===== src/rtl/pf_pkg.sv =====
// Shared types, constants and helper functions for the Playfair cipher engine.
package pf_pkg;

   localparam logic [4:0] CELLS       = 5'd25;
   localparam logic [4:0] LAST_LETTER = 5'd25;
   localparam logic [4:0] FOLD_FROM   = 5'd8;
   localparam logic [4:0] FOLD_TO     = 5'd9;
   localparam logic [2:0] SIDE        = 3'd5;
   localparam logic [2:0] STEP_ENC    = 3'd1;
   localparam logic [2:0] STEP_DEC    = SIDE - 3'd1;

   typedef enum logic [1:0] {
      OP_KEY    = 2'd0,
      OP_FINISH = 2'd1,
      OP_ENC    = 2'd2,
      OP_DEC    = 2'd3
   } op_type;

   typedef enum logic [1:0] {
      STAT_OK        = 2'd0,
      STAT_IGNORED   = 2'd1,
      STAT_NOT_READY = 2'd2,
      STAT_RSVD      = 2'd3
   } status_type;

   typedef enum logic [2:0] {
      S_IDLE,
      S_FILL,
      S_POS,
      S_CELL,
      S_EMIT
   } state_type;

   // one classified item waiting for the back end
   typedef struct packed {
      op_type     op;
      logic [4:0] b;
      logic [4:0] a;
   } item_type;

   // result word, out_a in the lowest bits
   typedef struct packed {
      status_type status;
      logic [4:0] out_b;
      logic [4:0] out_a;
   } result_type;

   typedef struct packed {
      logic [2:0] row;
      logic [2:0] col;
   } rc_type;

   // saturate to z, fold i into j
   function automatic logic [4:0] norm_letter(input logic [4:0] v);
      logic [4:0] l;
      l = (v > LAST_LETTER) ? LAST_LETTER : v;
      if (l == FOLD_FROM) begin
         l = FOLD_TO;
      end
      return l;
   endfunction

   // cell index to row/column; row = p*13 >> 6 is exact for p < 25
   function automatic rc_type cell_rc(input logic [4:0] p);
      logic [4:0] pc;
      logic [8:0] prod;
      logic [4:0] rem;
      rc_type     rc;
      pc      = (p < CELLS) ? p : 5'd0;
      prod    = {4'd0, pc} * 9'd13;
      rc.row  = prod[8:6];
      rem     = pc - ({2'd0, rc.row} << 2) - {2'd0, rc.row};
      rc.col  = rem[2:0];
      return rc;
   endfunction

   function automatic logic [2:0] wrap_add(input logic [2:0] v, input logic [2:0] step);
      logic [3:0] s;
      s = {1'b0, v} + {1'b0, step};
      if (s >= {1'b0, SIDE}) begin
         s = s - {1'b0, SIDE};
      end
      return s[2:0];
   endfunction

   function automatic logic [4:0] cell_index(input rc_type rc);
      return ({2'd0, rc.row} << 2) + {2'd0, rc.row} + {2'd0, rc.col};
   endfunction

endpackage


===== src/rtl/pf_front.sv =====
// Front end: takes request transactions, normalizes letters and classifies the operation.
module pf_front (
   input  logic              req_tvalid,
   output logic              req_tready,
   input  logic [1:0]        req_tuser,   // [1:0] mode
   input  logic [15:0]       req_tdata,   // [4:0] letter_a, [9:5] letter_b, [15:10] zero
   input  logic              queue_full,
   output logic              push,
   output pf_pkg::item_type  push_item
);

   assign req_tready = !queue_full;
   assign push       = req_tvalid && !queue_full;

   always_comb begin
      push_item.op = pf_pkg::op_type'(req_tuser);
      push_item.a  = pf_pkg::norm_letter(req_tdata[4:0]);
      push_item.b  = pf_pkg::norm_letter(req_tdata[9:5]);
   end

endmodule


===== src/rtl/pf_queue.sv =====
// Two-entry queue between the front end and the back end.
module pf_queue (
   input  logic              clock,
   input  logic              reset,
   input  logic              push,
   input  pf_pkg::item_type  push_item,
   output logic              full,
   input  logic              pop,
   output logic              head_valid,
   output pf_pkg::item_type  head_item
);

   pf_pkg::item_type entry_ff [2];
   logic             wr_ptr_ff, wr_ptr_in;
   logic             rd_ptr_ff, rd_ptr_in;
   logic [1:0]       count_ff, count_in;

   assign full       = (count_ff == 2'd2);
   assign head_valid = (count_ff != 2'd0);
   assign head_item  = entry_ff[rd_ptr_ff];

   always_comb begin
      wr_ptr_in = push ? !wr_ptr_ff : wr_ptr_ff;
      rd_ptr_in = pop  ? !rd_ptr_ff : rd_ptr_ff;
      count_in  = count_ff + {1'b0, push} - {1'b0, pop};
   end

   always_ff @(posedge clock) begin
      if (reset) begin
         wr_ptr_ff <= 1'b0;
         rd_ptr_ff <= 1'b0;
         count_ff  <= 2'd0;
      end else begin
         wr_ptr_ff <= wr_ptr_in;
         rd_ptr_ff <= rd_ptr_in;
         count_ff  <= count_in;
      end
   end

   always_ff @(posedge clock) begin
      if (push) begin
         entry_ff[wr_ptr_ff] <= push_item;
      end
   end

endmodule


===== src/rtl/pf_back.sv =====
// Back end: key square storage, fill sequencer, pair lookup and result register.
module pf_back (
   input  logic              clock,
   input  logic              reset,
   input  logic              head_valid,
   input  pf_pkg::item_type  head_item,
   output logic              pop,
   output logic              rsp_tvalid,
   input  logic              rsp_tready,
   output logic [15:0]       rsp_tdata
);

   pf_pkg::state_type  state_ff, state_in;
   pf_pkg::op_type     op_ff, op_in;
   pf_pkg::result_type res_ff, res_in;
   pf_pkg::result_type out_ff;
   logic               out_valid_ff;
   logic [25:0]        used_ff;
   logic [4:0]         fill_ff;
   logic               ready_ff;
   logic [4:0]         let_ff;

   // key square and letter position memories
   logic [4:0] square_mem [25];
   logic [4:0] pos_mem [26];
   logic [4:0] pos_a_ff, pos_b_ff;
   logic [4:0] cell_a_ff, cell_b_ff;

   logic       wr_en;
   logic [4:0] wr_letter;
   logic       pos_rd_en;
   logic       cell_rd_en;
   logic       out_load;
   logic       fill_last;

   pf_pkg::rc_type rc_a, rc_b;
   logic [2:0]     step;
   logic [4:0]     idx_a, idx_b;

   assign fill_last = (let_ff == pf_pkg::LAST_LETTER);
   assign out_load  = (state_ff == pf_pkg::S_EMIT) && (!out_valid_ff || rsp_tready);

   // next state
   always_comb begin
      state_in = state_ff;
      unique case (state_ff)
         pf_pkg::S_IDLE: begin
            if (head_valid) begin
               unique case (head_item.op)
                  pf_pkg::OP_KEY:    state_in = pf_pkg::S_EMIT;
                  pf_pkg::OP_FINISH: state_in = ready_ff ? pf_pkg::S_EMIT : pf_pkg::S_FILL;
                  pf_pkg::OP_ENC,
                  pf_pkg::OP_DEC:    state_in = ready_ff ? pf_pkg::S_POS : pf_pkg::S_EMIT;
                  default:           state_in = pf_pkg::S_EMIT;
               endcase
            end
         end
         pf_pkg::S_FILL: begin
            if (fill_last) begin
               state_in = pf_pkg::S_EMIT;
            end
         end
         pf_pkg::S_POS:  state_in = pf_pkg::S_CELL;
         pf_pkg::S_CELL: state_in = pf_pkg::S_EMIT;
         pf_pkg::S_EMIT: begin
            if (out_load) begin
               state_in = pf_pkg::S_IDLE;
            end
         end
         default: state_in = pf_pkg::S_IDLE;
      endcase
   end

   // outputs of the sequencer
   always_comb begin
      pop        = 1'b0;
      wr_en      = 1'b0;
      wr_letter  = head_item.a;
      pos_rd_en  = 1'b0;
      cell_rd_en = 1'b0;
      op_in      = op_ff;
      res_in     = res_ff;
      unique case (state_ff)
         pf_pkg::S_IDLE: begin
            if (head_valid) begin
               pop          = 1'b1;
               op_in        = head_item.op;
               res_in.out_a = 5'd0;
               res_in.out_b = 5'd0;
               res_in.status = pf_pkg::STAT_OK;
               unique case (head_item.op)
                  pf_pkg::OP_KEY: begin
                     if (ready_ff || fill_ff >= pf_pkg::CELLS || used_ff[head_item.a]) begin
                        res_in.status = pf_pkg::STAT_IGNORED;
                     end else begin
                        wr_en = 1'b1;
                     end
                  end
                  pf_pkg::OP_FINISH: ;
                  pf_pkg::OP_ENC,
                  pf_pkg::OP_DEC: begin
                     if (ready_ff) begin
                        pos_rd_en = 1'b1;
                     end else begin
                        res_in.status = pf_pkg::STAT_NOT_READY;
                     end
                  end
                  default: ;
               endcase
            end
         end
         pf_pkg::S_FILL: begin
            wr_letter = let_ff;
            wr_en     = (let_ff != pf_pkg::FOLD_FROM) && !used_ff[let_ff]
                        && (fill_ff < pf_pkg::CELLS);
         end
         pf_pkg::S_POS: cell_rd_en = 1'b1;
         pf_pkg::S_CELL: begin
            res_in.out_a  = cell_a_ff;
            res_in.out_b  = cell_b_ff;
            res_in.status = pf_pkg::STAT_OK;
         end
         pf_pkg::S_EMIT: ;
         default: ;
      endcase
   end

   // pair rules on the looked-up positions
   always_comb begin
      pf_pkg::rc_type ra, rb;
      ra   = pf_pkg::cell_rc(pos_a_ff);
      rb   = pf_pkg::cell_rc(pos_b_ff);
      step = (op_ff == pf_pkg::OP_ENC) ? pf_pkg::STEP_ENC : pf_pkg::STEP_DEC;
      rc_a = ra;
      rc_b = rb;
      if (ra.row == rb.row) begin
         rc_a.col = pf_pkg::wrap_add(ra.col, step);
         rc_b.col = pf_pkg::wrap_add(rb.col, step);
      end else if (ra.col == rb.col) begin
         rc_a.row = pf_pkg::wrap_add(ra.row, step);
         rc_b.row = pf_pkg::wrap_add(rb.row, step);
      end else begin
         rc_a.col = rb.col;
         rc_b.col = ra.col;
      end
      idx_a = pf_pkg::cell_index(rc_a);
      idx_b = pf_pkg::cell_index(rc_b);
   end

   always_ff @(posedge clock) begin
      if (reset) begin
         state_ff     <= pf_pkg::S_IDLE;
         used_ff      <= '0;
         fill_ff      <= 5'd0;
         ready_ff     <= 1'b0;
         out_valid_ff <= 1'b0;
      end else begin
         state_ff <= state_in;
         if (wr_en) begin
            used_ff[wr_letter] <= 1'b1;
            fill_ff            <= fill_ff + 5'd1;
         end
         if (state_ff == pf_pkg::S_FILL && fill_last) begin
            ready_ff <= 1'b1;
         end
         if (out_load) begin
            out_valid_ff <= 1'b1;
         end else if (rsp_tready) begin
            out_valid_ff <= 1'b0;
         end
      end
   end

   always_ff @(posedge clock) begin
      op_ff  <= op_in;
      res_ff <= res_in;
      if (pop) begin
         let_ff <= 5'd0;
      end else if (state_ff == pf_pkg::S_FILL) begin
         let_ff <= let_ff + 5'd1;
      end
      if (out_load) begin
         out_ff <= res_ff;
      end
   end

   always_ff @(posedge clock) begin
      if (wr_en) begin
         square_mem[fill_ff] <= wr_letter;
         pos_mem[wr_letter]  <= fill_ff;
      end
      if (pos_rd_en) begin
         pos_a_ff <= pos_mem[head_item.a];
         pos_b_ff <= pos_mem[head_item.b];
      end
      if (cell_rd_en) begin
         cell_a_ff <= square_mem[idx_a];
         cell_b_ff <= square_mem[idx_b];
      end
   end

   assign rsp_tvalid = out_valid_ff;
   assign rsp_tdata  = {4'd0, out_ff};

endmodule


===== src/rtl/playfair_digraph_cipher.sv =====
// Top level of the Playfair cipher engine with a 5x5 key square.
//
// Request channel (req_): tuser carries the mode, tdata the two letters coded 0..25.
// Mode 0 adds a key letter, mode 1 completes the square with the remaining letters,
// modes 2 and 3 encrypt or decrypt one letter pair. Letters above 25 saturate to z
// and i is folded into j. Every request transaction yields exactly one response
// transaction (rsp_) carrying out_a, out_b and a status code, in request order.
// The back-end sequencer handles one request at a time: a key letter is written
// directly, a pair steps through position read, square read and result, and
// completing the square walks all 26 letters one per cycle with a single write
// port on the square. A two-entry queue lets requests be taken while the back end
// is busy or a response waits. When rsp_tready is low the response is held stable
// in the output register and the queue fills, then req_tready drops.
// Reset clears the square state (no letters used, not finished) and the queue;
// the square must be rebuilt before pairs are accepted with status ok.
module playfair_digraph_cipher (
   input  logic        clock,
   input  logic        reset,
   input  logic        req_tvalid,
   output logic        req_tready,
   input  logic [1:0]  req_tuser,   // [1:0] mode
   input  logic [15:0] req_tdata,   // [4:0] letter_a, [9:5] letter_b, [15:10] zero
   output logic        rsp_tvalid,
   input  logic        rsp_tready,
   output logic [15:0] rsp_tdata    // [4:0] out_a, [9:5] out_b, [11:10] status, [15:12] zero
);

   logic             push;
   logic             queue_full;
   logic             pop;
   logic             head_valid;
   pf_pkg::item_type push_item;
   pf_pkg::item_type head_item;

   pf_front u_front (
      .req_tvalid (req_tvalid),
      .req_tready (req_tready),
      .req_tuser  (req_tuser),
      .req_tdata  (req_tdata),
      .queue_full (queue_full),
      .push       (push),
      .push_item  (push_item)
   );

   pf_queue u_queue (
      .clock      (clock),
      .reset      (reset),
      .push       (push),
      .push_item  (push_item),
      .full       (queue_full),
      .pop        (pop),
      .head_valid (head_valid),
      .head_item  (head_item)
   );

   pf_back u_back (
      .clock      (clock),
      .reset      (reset),
      .head_valid (head_valid),
      .head_item  (head_item),
      .pop        (pop),
      .rsp_tvalid (rsp_tvalid),
      .rsp_tready (rsp_tready),
      .rsp_tdata  (rsp_tdata)
   );

endmodule

===== config.mk =====
export PLATFORM = sky130hd
export DESIGN_NAME = playfair_digraph_cipher
export DESIGN_NICKNAME = d
export VERILOG_FILES = /design/src/rtl/pf_pkg.sv /design/src/rtl/pf_front.sv /design/src/rtl/pf_queue.sv /design/src/rtl/pf_back.sv /design/src/rtl/playfair_digraph_cipher.sv
export SDC_FILE = /design/constraint.sdc
export NUM_CORES = 1
export LEC_CHECK = 0
export BUFFER_PORTS_ARGS = -buffer_cell sky130_fd_sc_hd__buf_2
export CORE_ASPECT_RATIO = 0.75
export CORE_MARGIN = 8
export CORE_UTILIZATION = 47
export CTS_CLUSTER_DIAMETER = 80
export DETAILED_ROUTE_END_ITERATION = 8
export GPL_TIMING_DRIVEN = 0
export PLACE_DENSITY = 0.61
export SYNTH_ARGS = -nofsm -noshare
export SYNTH_HDL_FRONTEND = slang
export SYNTH_HIERARCHICAL = 1
export SYNTH_SLANG_ARGS = --single-unit

===== constraint.sdc =====
create_clock -name clock -period 10.1 [get_ports clock]
set_clock_uncertainty 0.2 [all_clocks]
set_input_delay 1.515 -clock clock [delete_from_list [all_inputs] [get_ports clock]]
set_output_delay 1.515 -clock clock [all_outputs]
set_load 0.05 [all_outputs]

==> impl_metrics.toml, run 1 <==
[outcome]
status = "complete, no violations"

[placement]
place.detailed.hpwl_um = 31800
gp_congestion = 0.852
dpl_worst_slack_ns = 0.953
numPlacedInstances = 1745
portBuffers = 27
postPlaceCellArea_sq_um = 19900

[critical_path]
cp_max_fo = 10
cp_slowest_stage_delay_ns = 0.72
crit_path_end_kind = "flip-flop"
worstPathArrival_ns = 9.20
regToRegStartpoint = "u_back/pos_b_ff[3]"
reg2reg_depth = 28
r2r_slack_ns = 0.97
required_ns = 10.18
startpoint = "u_back/pos_b_ff[3]"
crit_slowest_cell = "buf_1"
rr_endpoint = "u_back/cell_b_ff[4]"
startpoint_type = "flip-flop"
worstSetupPathType = "reg -> reg"
crit_path_frequent_cell = "ha_1"

[clock_network]
cts_resized = 0
root_buffer = "clkbuf_16"
cts_buffers = 39
h-tree-depth = 2
cts_tree = "yes"
cts_sinks = 371
cts_setup_buffers = 0
hold_buffers = 0
clk_pin_slew_ns = 0.06
clk_latency_ns = 0.53
cts_buffer_depth = 3

[floorplan]
core_area_sq_um = 40400
ios = 40
dieWidth_um = 249
die_y_um = 190
die_area_sq_um = 47400
rows = 64
initial_core_util_pct = 47.2

[power_and_ir_drop]
peakVddDrop_mv = 0.163
power-per-cell-area_nw_per_um2 = 226
p_leak_nw = 7.48
total_power_mw = 4.77

[sta]
slew_headroom_pct = 5.27
period_needed_ns = 9.13
finalHoldViolCount = 0
max_freq_ghz = 0.110
setup_slack_ns = 0.973
slew_viol_final = 0
setup_tns_ns = 0
holdWs_ns = 0.217
rsz0062_at_grt = "no"
setup_violations = 0
worstMarginPinSlew_ns = 1.41
min_period_over_period_pct = 90.4

[logic_synthesis]
syn_inst = 1186
synthesis.area_sq_um = 19100
synth_ff_type = "edfxtp_1"
ys_top_cells_by_area = "edfxtp_1, mux4_2, dfxtp_1"
synth_enable_flop_cells = 325
ys.warnings.count = 6
seq_area_frac_synth_pct = 56.0
yosysTopAreaCell = "edfxtp_1"
synth_seq_cells = 371
yosysTopAreaCellShare_pct = 51.2
synth_common_cells = "edfxtp_1, mux4_2, nor2_1"
yosysMostFrequentCell = "edfxtp_1"
synthDistinctLibCells = 73
synthArstFlopShare_pct = 0
postSynthAreaPerCell_sq_um = 16.1

[global_route]
grt_usage_pct = 18.3
grt_remaining_overflow = 0
grt_pass1_vias = 10800
grt_max_degree = 35
grt_pass1_wl_um = 66200
antenna_found_initial = 0

[route]
wl_per_cell_um = 24.1
drt_iter0_markers = 908
antenna_left = 0
wl_um = 43800
vias = 10800
first_pass_iters = 7
drcViolationCount = 0
routed_via_density = 5.94

[flow_run]
max-cap-violations = 0

[final_layout]
diodes = 0
drive_above_1_share_pct = 24.6
fin_cells = 1814
finalNetCount = 1353
finalInstanceArea_sq_um = 21100
syn2layout_area_growth_pct = 10.6
utilization_pct = 52.2

[worst_hold_path]
worstHoldPathType = "reg -> reg"
hold_depth = 0
whs_endpoint = "u_back/rsp_tdata[7]"
hp-start = "u_back/res_ff[7]"
[flip-flops by register name, summed over array words and instances, names as in the netlist, 5 cells and up, named ones only]
signal / count
u_back/pos_a_ff: 5
u_back/rsp_tdata: 12
u_back/pos_b_ff: 5
u_back/let_ff: 5
u_back/cell_a_ff: 5
u_back/used_ff: 26
u_back/res_ff: 12
u_back/pos_mem: 130
u_back/square_mem: 125
u_back/cell_b_ff: 5
u_back/fill_ff: 5
u_queue/entry_ff: 24
[critical path, delay by kind of cell (launching register included)]
kind            cells  cell delay [ns]
xor+xnor            2             0.71
flops               1             0.43
mux                 3             1.25
compound gates      5             1.18
fa+ha+maj           8             2.63
simple gates        4             0.73
buf+inv             6             1.73
[where the power goes]
group | leakage (nW) | internal, mW | switching, mW
logic | 3.53 | 0.583 | 0.874
registers | 3.36 | 1.89 | 0.0629
clock network | 0.590 | 0.794 | 0.558
[logic make-up (layout without fill, tap and decap cells)]
kind of cell	after synthesis	after routing	synth area share [%]
AND/OR/NAND/NOR	233	233	6.67
adder cells (fa/ha/maj)	73	73	5.10
buffers and inverters	122	219	2.68
other	1	4	0.0197
AO/OA/AOI/OAI	129	129	4.91
XOR/XNOR	37	37	2.24
flip-flops	371	371	56.0
multiplexers	220	220	22.4
[cells in the final DEF (no fill, tap or decap), types with 5 or more instances in the layout]
cell type,synthesis,final
edfxtp_1,325,325
mux4_2,154,154
nor2_1,71,70
ha_1,65,65
inv_1,52,52
clkbuf_1,41,48
dfxtp_1,46,46
clkbuf_16,0,41
a21oi_1,37,37
nand2_1,35,35
mux2i_1,31,31
buf_2,3,30
nor2b_1,24,24
o21ba_1,24,24
xnor2_1,21,21
mux2_4,20,20
and2_1,17,17
o21ai_0,14,14
a211oi_1,14,14
buf_1,14,14
nor3_2,13,14
clkinv_1,0,11
nor3_1,12,11
mux2_2,11,11
nand2b_1,10,10
xor2_1,10,10
nand3_1,10,10
or3_1,9,9
buf_4,7,8
fa_1,8,8
clkinv_2,0,6
nor3b_1,5,5
[routing by layer]
layer / routed length [um] / up-vias / global-route usage (%) / share of wire, %
met5: 0 / - / 0 / 0
met2: 18700 / 362 / 26.9 / 43
met4: 583 / 0 / 3.66 / 1.3
met3: 3450 / 43 / 4.06 / 7.9
met1: 21000 / 5551 / 27.9 / 48
li1: - / 4815 / - / -
[how the worst max path moves through the flow]
stage | cells past startpoint | endpoint | slack (ns)
4_1_cts | 28 | u_back/cell_b_ff[4] | 0.94
2_1_floorplan | 24 | u_back/cell_a_ff[0] | 2.38
5_1_grt | 26 | u_back/cell_a_ff[1] | 0.27
6_report | 28 | u_back/cell_b_ff[4] | 0.97
3_3_place_gp | 28 | u_back/cell_b_ff[4] | 0.99
3_5_place_dp | 28 | u_back/cell_b_ff[4] | 0.95
[cell type report]
class	instances	area, sq um
multi-input combinational	696	7900
tap	528	661
buffer	68	308
sequential	371	10700
fill	3262	19300
clock buffer	49	1070
clock inverter	20	139
inverter	54	203
timing repair buffer	28	143
(Power assumes the default switching activity.)
==> run 2: changes to the inputs <==
Settings changed: PLACE_DENSITY 0.61 to 0.63.
Clock period 10.1 ns to 7.6 ns, I/O delays scaled along.
==> impl_metrics.toml, run 2 (synthesis results as in run 1) <==
[outcome]
status = "complete, no violations"

[critical_path]
cp_max_fo = 10
cp_num_buf_inv = 7
cpLargestDelayFamily = "adder cells"
cp.depth = 30
cp_slowest_stage_delay_ns = 0.61
startpoint_type = "flip-flop"
crit_slowest_cell = "fa_2"
worstPathArrival_ns = 7.45
required_ns = 7.68
crit_path_frequent_cell = "ha_1"
worstSetupPathType = "reg -> reg"
crit_path_end_kind = "flip-flop"
reg2reg_depth = 30

[floorplan]
core_area_sq_um = 40400
dieWidth_um = 249
die_area_sq_um = 47400
die_y_um = 190
ios = 40
rows = 64
initial_core_util_pct = 47.2

[placement]
portBuffers = 27
numPlacedInstances = 1744
place.detailed.hpwl_um = 30800
postPlaceCellArea_sq_um = 19900
gp_congestion = 0.823

[route]
wl_per_cell_um = 23.5
routed_via_density = 5.95
drcViolationCount = 0
antenna_left = 0
vias = 11000
wl_um = 43500
drt_iter0_markers = 1162
first_pass_iters = 5

[global_route]
grt_pass1_vias = 10700
grt_usage_pct = 18.0
antenna_found_initial = 2
grt_max_degree = 35
grt_remaining_overflow = 0
grt_pass1_wl_um = 65200

[final_layout]
multiInputGateArea_sq_um = 8150
syn2layout_area_growth_pct = 14.4
regMostFlops = "u_back/pos_mem"
seq_area_sq_um = 10700
most-common-layout-cells = "edfxtp_1, mux4_2, nor2_1"
largest_reg_flops = 130
drive_above_1_share_pct = 30.5
diodes = 0
fill_cells = 3192
fin_cells = 1848
finalInstanceArea_sq_um = 21800
final_common_cell = "edfxtp_1"
reg.largest.list = "u_back/pos_mem: 130 flops, u_back/square_mem: 125 flops, u_back/used_ff: 26 flops"
finalNetCount = 1386

[clock_network]
clk_latency_ns = 0.53
clk_pin_slew_ns = 0.06
cts_buffer_depth = 3
h-tree-depth = 2
hold_buffers = 0
cts_buffers = 40
cts_tree = "yes"
root_buffer = "clkbuf_16"
cts_sinks = 371

[power_and_ir_drop]
power-per-cell-area_nw_per_um2 = 299
peakVddDrop_mv = 0.173
p_leak_nw = 7.83

[sta]
worstMarginPinSlew_ns = 1.41
max_freq_ghz = 0.136
setup_violations = 0
min_period_over_period_pct = 96.9
period_needed_ns = 7.36
finalHoldViolCount = 0
slew_viol_final = 0
slew_headroom_pct = 5.12

[worst_hold_path]
hold_depth = 0
worstHoldPathType = "reg -> reg"

[flow_run]
max-cap-violations = 0
[run 2: worst paths after layout]
| check | from | slack [ns] | to |
|---|---|---|---|
| worst max-delay path | u_back/pos_b_ff[4] | 0.24 | u_back/cell_b_ff[1] |
| worst min-delay path | u_back/res_ff[11] | 0.22 | u_back/rsp_tdata[11] |
| worst max register to register | u_back/pos_b_ff[4] | 0.24 | u_back/cell_b_ff[1] |
| worst min register to register | u_back/res_ff[11] | 0.22 | u_back/rsp_tdata[11] |
[run 2: stage by stage]
stage	setup slack, ns	utilization (%)	hold WS (ns)	power (mW)	setup TNS, ns
after global placement	-1.52	49.2	0.202	4.51	-13.12
after CTS	0.0184	53.2	0.223	6.54	0
after global routing	-0.0830	54.0	0.229	6.80	-0.389
after detailed placement	-1.60	49.2	0.209	4.54	-13.58
final	0.235	54.0	0.223	6.52	0
after floorplan	0.0852	-	0.200	4.00	0
[run 2: worst register-to-register path: cells and delay by family (launching register included)]
family | cells | cell delay, ns
buffers and inverters | 7 | 0.86
adder cells (fa/ha/maj) | 10 | 3.11
XOR/XNOR | 1 | 0.10
AO/OA/AOI/OAI | 5 | 0.92
flip-flops | 1 | 0.46
multiplexers | 4 | 0.99
AND/OR/NAND/NOR | 3 | 0.48
[run 2: power by group]
part           switching, mW  internal, mW  leakage [nW]
logic                   1.15         0.828          3.83
clock network          0.766          1.18         0.643
registers             0.0832          2.52          3.36
[run 2: metal layers]
| layer | vias up | track usage (%) | share of wire [%] |
|---|---|---|---|
| li1 | 4880 | - | - |
| met1 | 5611 | 27.1 | 46 |
| met2 | 437 | 26.8 | 43 |
| met3 | 59 | 3.95 | 9.2 |
| met4 | 2 | 3.98 | 1.6 |
| met5 | - | 0 | 0.028 |
[run 2: what timing repair did]
| item | 4_1_cts | 5_1_grt |
|---|---|---|
| buffers inserted | 15 | 18 |
| gates resized for setup | 68 | 39 |
| pin swaps | 10 | 17 |
| endpoints found under the setup margin | 10 | 10 |
| endpoints found under the hold margin | 0 | 0 |
[run 2: layout make-up]
cell class	count	area share [%]
Multi-Input combinational cell	696	37.3
Tap cell	528	3.03
Buffer	67	1.82
Clock inverter	16	0.803
Timing Repair Buffer	61	1.90
Sequential cell	371	49.0
Clock buffer	55	5.22
Inverter	54	0.929
